==> config.mk <==
export PLATFORM = sky130hd
export DESIGN_NAME = fm_phase_discriminator
export DESIGN_NICKNAME = d
export VERILOG_FILES = /design/src/sv/fmpd_pkg.sv /design/src/sv/fmpd_divider.sv /design/src/sv/fm_phase_discriminator.sv
export SDC_FILE = /design/constraint.sdc
export NUM_CORES = 2
export LEC_CHECK = 0
export ABC_AREA = 1
export ABC_CLOCK_PERIOD_IN_PS = 18900
export BUFFER_PORTS_ARGS = -buffer_cell sky130_fd_sc_hd__buf_2
export CAP_MARGIN = 20
export CORE_MARGIN = 4
export CORE_UTILIZATION = 60
export DETAILED_ROUTE_END_ITERATION = 8
export PLACE_DENSITY_LB_ADDON = 0.25
export SYNTH_ARGS = -nofsm -noshare
export SYNTH_HDL_FRONTEND = slang
export SYNTH_HIERARCHICAL = 1
export SYNTH_SLANG_ARGS = --single-unit
==> constraint.sdc <==
create_clock -name clk -period 18.9 [get_ports clk]
set_input_delay 1.89 -clock clk [delete_from_list [all_inputs] [get_ports clk]]
set_output_delay 1.89 -clock clk [all_outputs]
set_load 0.01 [all_outputs]
==> src/sv/fmpd_pkg.sv <==
// ----------------------------------------------------------------------------
// fmpd_pkg
// Shared widths, angle constants and pipeline types of the FM discriminator.
// ----------------------------------------------------------------------------
package fmpd_pkg;

	localparam int SAMPLE_W       = 16;
	localparam int MAG_W          = SAMPLE_W - 1;	// saturated magnitude
	localparam int DEN_W          = SAMPLE_W;	// |im| + |re|
	localparam int NUM_W          = 31;		// 65528 * |a - b|
	localparam int QUOT_W         = 16;		// quotient never exceeds 65528
	localparam int REM_W          = DEN_W;
	localparam int LOW_W          = QUOT_W;
	localparam int BITS_PER_STAGE = 2;
	localparam int DIV_STAGES     = QUOT_W / BITS_PER_STAGE;
	localparam int ANGLE_W        = QUOT_W + 1;

	localparam logic [NUM_W-1:0] ANG_NUM_SCALE = NUM_W'(8191 * 8);
	localparam logic signed [ANGLE_W-1:0] ANG_EIGHTH        = 17'sd8191;
	localparam logic signed [ANGLE_W-1:0] ANG_THREE_EIGHTHS = 17'sd24575;

	// {im negative, re negative}
	typedef enum logic [1:0] {
		QUAD_1 = 2'b00,
		QUAD_2 = 2'b01,
		QUAD_3 = 2'b11,
		QUAD_4 = 2'b10
	} fmpd_quad_t;

	typedef struct packed {
		logic       den_zero;
		logic       diff_neg;
		fmpd_quad_t quad;
	} fmpd_side_t;

	typedef struct packed {
		logic [NUM_W-1:0] num;
		logic [DEN_W-1:0] den;
		fmpd_side_t       side;
	} fmpd_div_req_t;

	typedef struct packed {
		logic [QUOT_W-1:0] quot;
		fmpd_side_t        side;
	} fmpd_div_rsp_t;

endpackage

==> src/sv/fmpd_divider.sv <==
// ----------------------------------------------------------------------------
// fmpd_divider
// Pipelined unsigned restoring divider, two quotient bits per stage.
// ----------------------------------------------------------------------------
module fmpd_divider (
	input  logic                  clk,
	input  logic                  arst_n,
	input  logic                  en,
	input  logic                  req_valid,
	input  fmpd_pkg::fmpd_div_req_t req,
	output logic                  rsp_valid,
	output fmpd_pkg::fmpd_div_rsp_t rsp
);

	localparam int N = fmpd_pkg::DIV_STAGES;

	logic [fmpd_pkg::REM_W-1:0]  rem_s  [N];
	logic [fmpd_pkg::LOW_W-1:0]  low_s  [N];
	logic [fmpd_pkg::QUOT_W-1:0] quot_s [N];
	logic [fmpd_pkg::DEN_W-1:0]  den_s  [N];
	fmpd_pkg::fmpd_side_t        side_s [N];
	logic [N-1:0]                valid_s;

	logic [fmpd_pkg::REM_W-1:0]  rem_d  [N];
	logic [fmpd_pkg::LOW_W-1:0]  low_d  [N];
	logic [fmpd_pkg::QUOT_W-1:0] quot_d [N];

	always_comb begin
		logic [fmpd_pkg::REM_W-1:0]  r;
		logic [fmpd_pkg::LOW_W-1:0]  l;
		logic [fmpd_pkg::QUOT_W-1:0] q;
		logic [fmpd_pkg::DEN_W-1:0]  d;
		logic [fmpd_pkg::REM_W:0]    t;
		for (int k = 0; k < N; k++) begin
			if (k == 0) begin
				// quotient fits QUOT_W bits, so the top part is already below den
				r = fmpd_pkg::REM_W'(req.num[fmpd_pkg::NUM_W-1:fmpd_pkg::LOW_W]);
				l = req.num[fmpd_pkg::LOW_W-1:0];
				q = '0;
				d = req.den;
			end else begin
				r = rem_s[k-1];
				l = low_s[k-1];
				q = quot_s[k-1];
				d = den_s[k-1];
			end
			for (int j = 0; j < fmpd_pkg::BITS_PER_STAGE; j++) begin
				t = {r, l[fmpd_pkg::LOW_W-1]};
				l = {l[fmpd_pkg::LOW_W-2:0], 1'b0};
				if (t >= {1'b0, d}) begin
					t = t - {1'b0, d};
					q = {q[fmpd_pkg::QUOT_W-2:0], 1'b1};
				end else begin
					q = {q[fmpd_pkg::QUOT_W-2:0], 1'b0};
				end
				r = t[fmpd_pkg::REM_W-1:0];
			end
			rem_d[k]  = r;
			low_d[k]  = l;
			quot_d[k] = q;
		end
	end

	always_ff @(posedge clk or negedge arst_n) begin
		if (!arst_n) begin
			valid_s <= '0;
		end else if (en) begin
			valid_s <= {valid_s[N-2:0], req_valid};
		end
	end

	always_ff @(posedge clk) begin
		if (en) begin
			for (int k = 0; k < N; k++) begin
				rem_s[k]  <= rem_d[k];
				low_s[k]  <= low_d[k];
				quot_s[k] <= quot_d[k];
				if (k == 0) begin
					den_s[k]  <= req.den;
					side_s[k] <= req.side;
				end else begin
					den_s[k]  <= den_s[k-1];
					side_s[k] <= side_s[k-1];
				end
			end
		end
	end

	assign rsp_valid = valid_s[N-1];
	assign rsp.quot  = quot_s[N-1];
	assign rsp.side  = side_s[N-1];

endmodule

==> src/sv/fm_phase_discriminator.sv <==
// ----------------------------------------------------------------------------
// fm_phase_discriminator
// Polar FM discriminator: angle of x[n] * conj(x[n-1]), negated.
// ----------------------------------------------------------------------------
// Takes one complex sample per cycle and returns one phase_delta per sample,
// passing through four arithmetic stages, an eight-stage divider resolving
// two quotient bits each, and the output register. Throughput is one sample
// per clock; the whole pipe holds only while a finished result sits stalled
// at the output, and sample_stall follows that condition. The first sample
// after reset is paired with a previous sample of zero and yields 0.
module fm_phase_discriminator (
	input  logic        clk,
	input  logic        arst_n,
	input  logic        sample_valid,
	output logic        sample_stall,
	input  logic signed [15:0] sample_real,
	input  logic signed [15:0] sample_imag,
	output logic        phase_valid,
	input  logic        phase_stall,
	output logic signed [15:0] phase_delta
);

	localparam int SW = fmpd_pkg::SAMPLE_W;
	localparam int MW = fmpd_pkg::MAG_W;

	logic en;
	logic accept;

	logic [SW-1:0] prev_real_q, prev_imag_q;
	logic [SW-1:0] conj_imag;

	logic          valid_s1, valid_s2, valid_s3, valid_s4, valid_s6;
	logic [SW-1:0] p_rr_s1, p_ii_s1, p_ri_s1, p_ir_s1;
	logic [SW-1:0] pr_s2, pi_s2;
	logic [MW-1:0] mag_s3;
	logic [fmpd_pkg::DEN_W-1:0] den_s3;
	fmpd_pkg::fmpd_side_t side_s3;
	fmpd_pkg::fmpd_div_req_t req_s4;
	logic [SW-1:0] delta_s6;

	logic [MW-1:0] abs_im, abs_re;

	logic                    div_valid;
	fmpd_pkg::fmpd_div_rsp_t div_rsp;

	logic signed [fmpd_pkg::ANGLE_W-1:0] q_signed, t_val, angle;
	logic [SW-1:0] delta_d;

	function automatic logic [MW-1:0] sat_abs(input logic [SW-1:0] v);
		if (!v[SW-1])
			return v[MW-1:0];
		else if (v == {1'b1, {(SW-1){1'b0}}})
			return {MW{1'b1}};
		else
			return MW'(-v);
	endfunction

	assign en           = !(valid_s6 && phase_stall);
	assign sample_stall = !en;
	assign accept       = sample_valid && en;
	assign conj_imag    = -prev_imag_q;

	always_ff @(posedge clk or negedge arst_n) begin
		if (!arst_n) begin
			prev_real_q <= '0;
			prev_imag_q <= '0;
			valid_s1    <= 1'b0;
			valid_s2    <= 1'b0;
			valid_s3    <= 1'b0;
			valid_s4    <= 1'b0;
			valid_s6    <= 1'b0;
		end else begin
			if (accept) begin
				prev_real_q <= sample_real;
				prev_imag_q <= sample_imag;
			end
			if (en) begin
				valid_s1 <= sample_valid;
				valid_s2 <= valid_s1;
				valid_s3 <= valid_s2;
				valid_s4 <= valid_s3;
				valid_s6 <= div_valid;
			end
		end
	end

	// only the low 16 bits of each product are kept
	always_ff @(posedge clk) begin
		if (en) begin
			p_rr_s1 <= sample_real * prev_real_q;
			p_ii_s1 <= sample_imag * conj_imag;
			p_ri_s1 <= sample_real * conj_imag;
			p_ir_s1 <= sample_imag * prev_real_q;
		end
	end

	always_ff @(posedge clk) begin
		if (en) begin
			pr_s2 <= p_rr_s1 - p_ii_s1;
			pi_s2 <= p_ri_s1 + p_ir_s1;
		end
	end

	assign abs_im = sat_abs(pi_s2);
	assign abs_re = sat_abs(pr_s2);

	always_ff @(posedge clk) begin
		if (en) begin
			den_s3           <= {1'b0, abs_im} + {1'b0, abs_re};
			mag_s3           <= (abs_im < abs_re) ? (abs_re - abs_im) : (abs_im - abs_re);
			side_s3.diff_neg <= abs_im < abs_re;
			side_s3.den_zero <= (abs_im == '0) && (abs_re == '0);
			side_s3.quad     <= fmpd_pkg::fmpd_quad_t'({pi_s2[SW-1], pr_s2[SW-1]});
		end
	end

	always_ff @(posedge clk) begin
		if (en) begin
			req_s4.num  <= {{(fmpd_pkg::NUM_W-MW){1'b0}}, mag_s3} * fmpd_pkg::ANG_NUM_SCALE;
			req_s4.den  <= den_s3;
			req_s4.side <= side_s3;
		end
	end

	fmpd_divider u_div (
		.clk      (clk),
		.arst_n   (arst_n),
		.en       (en),
		.req_valid(valid_s4),
		.req      (req_s4),
		.rsp_valid(div_valid),
		.rsp      (div_rsp)
	);

	always_comb begin
		q_signed = div_rsp.side.diff_neg ? -$signed({1'b0, div_rsp.quot})
		                                 :  $signed({1'b0, div_rsp.quot});
		t_val    = q_signed >>> 3;	// floor toward minus infinity
		case (div_rsp.side.quad)
			fmpd_pkg::QUAD_1: angle = fmpd_pkg::ANG_EIGHTH + t_val;
			fmpd_pkg::QUAD_2: angle = fmpd_pkg::ANG_THREE_EIGHTHS - t_val;
			fmpd_pkg::QUAD_3: angle = t_val - fmpd_pkg::ANG_THREE_EIGHTHS;
			fmpd_pkg::QUAD_4: angle = -fmpd_pkg::ANG_EIGHTH - t_val;
			default:          angle = '0;
		endcase
		if (div_rsp.side.den_zero)
			delta_d = '0;
		else
			delta_d = SW'(-angle);
	end

	always_ff @(posedge clk) begin
		if (en)
			delta_s6 <= delta_d;
	end

	assign phase_valid = valid_s6;
	assign phase_delta = delta_s6;

endmodule

=== Word level (Yosys, flattened, before mapping) ===
Memory sizes are Yosys's and may differ from the RTL's.
Index checks and enable logic that the tools add are counted.

* Memories: 5
* RAM bits: 528
* Logic and storage cells: 134
* Input port bits: 36
* Register bits: 240

* $mul: 5
* Equality and inequality tests: 5
* Add/subtract/negate cells: 30
* Multiplexer cells: 40
* Order comparisons: 17
* Reduce and logical (&&, ||, !) cells: 7

{| class="wikitable"
|+ Memories
! name !! depth !! bits a word !! read ports !! clocked after memory_dff !! write ports !! RTL line !! text
|-
| u_div.den_s || 8 || 16 || 7 || 0 || 8 || fmpd_divider.sv:20 || <nowiki>logic [fmpd_pkg::DEN_W-1:0] den_s [N];</nowiki>
|-
| u_div.quot_s || 8 || 16 || 8 || 0 || 8 || fmpd_divider.sv:19 || <nowiki>logic [fmpd_pkg::QUOT_W-1:0] quot_s [N];</nowiki>
|-
| u_div.rem_s || 8 || 16 || 7 || 0 || 8 || fmpd_divider.sv:17 || <nowiki>logic [fmpd_pkg::REM_W-1:0] rem_s [N];</nowiki>
|-
| u_div.low_s || 8 || 14 || 7 || 0 || 8 || fmpd_divider.sv:18 || <nowiki>logic [fmpd_pkg::LOW_W-1:0] low_s [N];</nowiki>
|-
| u_div.side_s || 8 || 4 || 8 || 0 || 8 || fmpd_divider.sv:21 || <nowiki>fmpd_pkg::fmpd_side_t side_s [N];</nowiki>
|}

{| class="wikitable"
|+ Operators with widths
! operator !! number
|-
| $sub 16x16->16 || 17
|-
| $mux 16 || 16
|-
| $ge 17x16->1 || 15
|-
| $mux 15 || 5
|-
| $mul 16x16->16 || 4
|-
| $pmux 16 s4 || 1
|-
| $eq 16x16->1 const B || 2
|-
| $neg 16->16 || 2
|-
| $logic_not 15->1 || 2
|-
| $neg 15->15 || 2
|-
| $sub 15x15->15 || 2
|-
| $mul 15x13->28 const B || 1
|-
| $mux 1 || 17
|-
| $mux 17 || 1
|-
| $neg 16->17 || 1
|-
| $add 15x15->16 || 1
|-
| $add 16x16->16 || 1
|-
| $ge 16x16->1 || 1
|-
| $sub 14x16->16 const B || 1
|-
| $sub 16x14->16 const A || 1
|-
| $add 14x14->15 const A || 1
|-
| $lt 15x15->1 || 1
|-
| $sub 14x14->15 const A || 1
|-
| $eq 2x2->1 const B || 2
|-
| 4 further kinds || 6
|}

=== Longest topological paths before layout ===
An unclocked memory read counts as a cell.

* Depth after elaboration: 6
* Depth in mapped cells: 41
* Mapped depth without buffers: 39

=== By module ===
The synthesis kept the hierarchy.

{| class="wikitable"
|+ By module, submodules not included
! module !! times used !! area each (µm²) !! cells an instance
|-
| fm_phase_discriminator || 1 || 33,639.8 || 4,087
|-
| fmpd_divider || 1 || 29,143.0 || 3,600
|}

=== Worst setup path before layout ===
No wires, ideal clock.

* Path type: input port to output port
* Start point: input phase_stall
* End point: output sample_stall
* Buffers on the path: 0
* Setup slack: 0.653 ns
* Arrival time: 16.357 ns
* Stages on the path: 2
* Data required time: 17.010 ns
* Cell sequence: nand2_1 > inv_1

* Longest elaborated chain between the ends: 1

{| class="wikitable"
|+ Ends and longest elaborated chain
! element !! RTL line !! text
|-
| from (decl) || fm_phase_discriminator.sv:19 || <nowiki>input logic phase_stall,</nowiki>
|-
| $logic_and 1x1->1 || fm_phase_discriminator.sv:58 || <nowiki>assign en = !(valid_s6 && phase_stall);</nowiki>
|-
| to (decl) || fm_phase_discriminator.sv:15 || <nowiki>output logic sample_stall,</nowiki>
|}

Every way passes these cells.

=== Worst setup path after layout ===
* Start point: register prev_imag_q[1]
* End point: register p_ri_s1[15], data pin

* Longest elaborated chain between the ends: 2

{| class="wikitable"
|+ Ends and longest elaborated chain
! element !! RTL line !! text
|-
| from (decl) || fm_phase_discriminator.sv:29 || <nowiki>logic [SW-1:0] prev_real_q, prev_imag_q;</nowiki>
|-
| from (signal assigned) || fm_phase_discriminator.sv:75 || <nowiki>prev_imag_q <= sample_imag;</nowiki>
|-
| $neg 16->16 || fm_phase_discriminator.sv:61 || <nowiki>assign conj_imag = -prev_imag_q;</nowiki>
|-
| $mul 16x16->16 || fm_phase_discriminator.sv:92 || <nowiki>p_ri_s1 <= sample_real * conj_imag;</nowiki>
|-
| to (signal assigned) || fm_phase_discriminator.sv:92 ||
|-
| to (decl) || fm_phase_discriminator.sv:33 || <nowiki>logic [SW-1:0] p_rr_s1, p_ii_s1, p_ri_s1, p_ir_s1;</nowiki>
|}

Every way passes these cells.
A chain may end at the register's enable or synchronous reset.

==> impl_results.md <==
* Fin Hold WS at about 0.41 ns
* Setup Fix Bufs, Post-CTS at 0
* CTS Hold Bufs at 0
* Synthesis-to-layout area growth at 6.03%
* Layout Skew at 0.0193 ns
* Setup TNS at 0 ns
* Synthesized instance count at roughly 7,700
* Max-Cap Viols at 0
* # IOs at 54
* CTS Buffer Depth at 3
* Initial antenna violation count at 2
* Mux contribution to synthesized area at 0.106%
* Worst-Margin Slew at ~1.1 ns
* Clock Sinks at approximately 620
* DP HPWL at between 100,000 and 150,000 µm
* GRT overflow at 0
* CTS tree: done
* Clock root buffer: clkbuf_16
* Register area share after synthesis at between 20% and 30%
* Main flop type after synthesis: edfxtp_1
* Yosys warns at 6
* Sum of buffers and inverters on the critical path at 9
* DRC viols at 0
* Synthesized area at about 63,000 µm²
* Final hold violations at 0
* GPL Wtd Cong at about 0.96
* Final net count at about 8,800
* Post-cts sizing count at 0
* First DRT Iteration DRCs at about 4,200
* Final setup fails at 0
* Avg Inst Size Synth at just over 8 µm²
* Post-route ant nets at 0
* Die area at ~110,000 µm²
* Via/cell ratio at ~5.5
* Width of the die at around 330 µm
* Clock Pin Slew Worst Setup and Hold Paths at 0.06 ns
* Delay-heaviest family, CP: adder cells
* Main combinational cell family by area after synthesis: adder cells
* Shortest period the worst path allows at 7.58 ns
* Number of distinct library cells after synthesis at 69
* Most frequent cells in the layout: nand2_1, inv_1, ha_1, edfxtp_1, fa_1
* Critical path type: flop to flop
* First-pass GRT wire length at between 200,000 and 300,000 µm
* CP arrival at about 8.0 ns
* Initial core utilization at between 60% and 70%
* Worst min-delay path class: flop to flop
* Critical Path RT at slightly below 20 ns
* Unrepaired setup endpoints after global routing: false
* Core Rows at 118
* Post-synth EDFFs at between 500 and 600
* Iteration count of the initial detailed-routing pass at 7
* Core Region at 104,000 µm²
* Pins Over Slew Limit at 0
* Crit-path max FO at 16
* Critical path startpoint category: flop
* Die extent in y at around 330 µm
* Slowest cell on the critical path: fa_1
* Fmax at 0.132 GHz
* Status: complete, no violations
* Commonest non-fill, non-tap cell in the layout: nand2_1
* Max incr delay on CP at between 0.5 and 0.6 ns
* Via count at between 40,000 and 50,000
* Clk Latency, worst-skew pair at 0.65 ns
* Asr flop ratio synth at under 10%
* Yosys reg bits at 622
* WL final at around 160,000 µm
* Synth Area in Compound Gates at 5.96%
* Routed wire per std cell at ~17 µm
* Via count of the first global-routing pass at between 40,000 and 50,000
* Htree depth at 3
* Worst Setup End Kind: flop
* Ratio of cells with drive above 1 in the final layout at under 10%
* GRT Overall Usage at 28.5%
* I/O Buffers at 53
* CTS Buf Count at 74
* Area share of xor/xnor cells in the synthesized design at 5.24%
* Largest net degree at the start of global routing at 87
* Post-Synth Simple-Gate Area at 22.8%
* Slew headroom at ~29%
* Post-synthesis adder-cell area fraction at a little over a quarter
* Final period util at about two fifths
[final cells by class]
cell class / count / area, µm²
Antenna cell: 1 / 2.50
Sequential cell: 622 / 18500
Tap cell: 1380 / 1730
Clock inverter: 49 / 423
Clock buffer: 87 / 1930
Fill cell: 8877 / 37100
Timing Repair Buffer: 80 / 493
Inverter: 1536 / 5770
Multi-Input combinational cell: 5375 / 37800
[through the flow]
stage          std cells  utilization, %  instance area [µm²]  setup slack (ns)
2_1_floorplan       7689               -                62800             0.653
3_3_place_gp        8991            61.9                64200             11.03
3_5_place_dp        8991            61.9                64200             10.95
4_1_cts             9127            64.2                66500             11.44
5_1_grt             9129            64.2                66600             10.86
6_report            9130            64.2                66600             11.32
[sequential cells by signal (all words and copies together), names as in the netlist, 32 cells and up]
| name | count |
|---|---|
| u_div/den_s | 112 |
| u_div/rem_s | 112 |
| u_div/quot_s | 72 |
| u_div/low_s | 56 |
| req_s4 | 47 |
| u_div/side_s | 32 |
[path summary, 6_finish.rpt]
path | startpoint | endpoint | slack, ns | depth (start not counted)
worst max-delay path | prev_imag_q[1] | p_ri_s1[15] | 11.32 | 37
worst min-delay path | den_s3[5] | req_s4[9] | 0.41 | 0
worst max register to register | prev_imag_q[1] | p_ri_s1[15] | 11.32 | 37
worst min register to register | den_s3[5] | req_s4[9] | 0.41 | 0
max in group asynchronous | arst_n | prev_imag_q[1] | 17.25 | 2
min in group asynchronous | arst_n | u_div/valid_s[7] | 1.15 | 1
[metal layers]
| metal | GRT usage (%) | up-vias | share of wire (%) |
|---|---|---|---|
| li1 | - | 24200 | - |
| met1 | 36.6 | 23600 | 41 |
| met2 | 48.8 | 1675 | 48 |
| met3 | 3.46 | 407 | 6.4 |
| met4 | 12.1 | 0 | 4.6 |
| met5 | 0 | - | 0 |
[worst reg2reg max path, delay by kind of cell (launching register included)]
family	cells	cell delay, ns
compound gates	5	0.78
simple gates	15	1.82
fa+ha+maj	8	3.43
buf+inv	9	0.95
flops	1	0.38
[cell families after synthesis]
group | after synthesis
DFF | 622
AOI/OAI and AO/OA | 670
xor gates and xnor gates | 374
and+or+nand+nor | 3280
muxes | 6
adders and majority gates | 1042
buffers and inverters | 1692
other | 1
[cell usage after synthesis, drive strengths merged (24+ instances only)]
library cell | number | area, µm²
nand2 | 2122 | 8210
inv | 1526 | 5730
ha | 599 | 7490
edfxtp | 577 | 17300
nor2 | 477 | 1990
fa | 443 | 8870
nand3 | 407 | 2290
a21oi | 367 | 1910
xor2 | 258 | 2260
o21ai | 189 | 976
xnor2 | 115 | 1010
clkbuf | 91 | 343
nand4 | 87 | 566
buf | 65 | 465
nor3 | 52 | 310
nand3b | 50 | 375
dfrtp | 45 | 1130
or2 | 40 | 250
a21o | 24 | 180
Power is left out: the tool's default activity adds up to more than one toggle a clock period on the data nets, which glitch-free logic cannot reach.
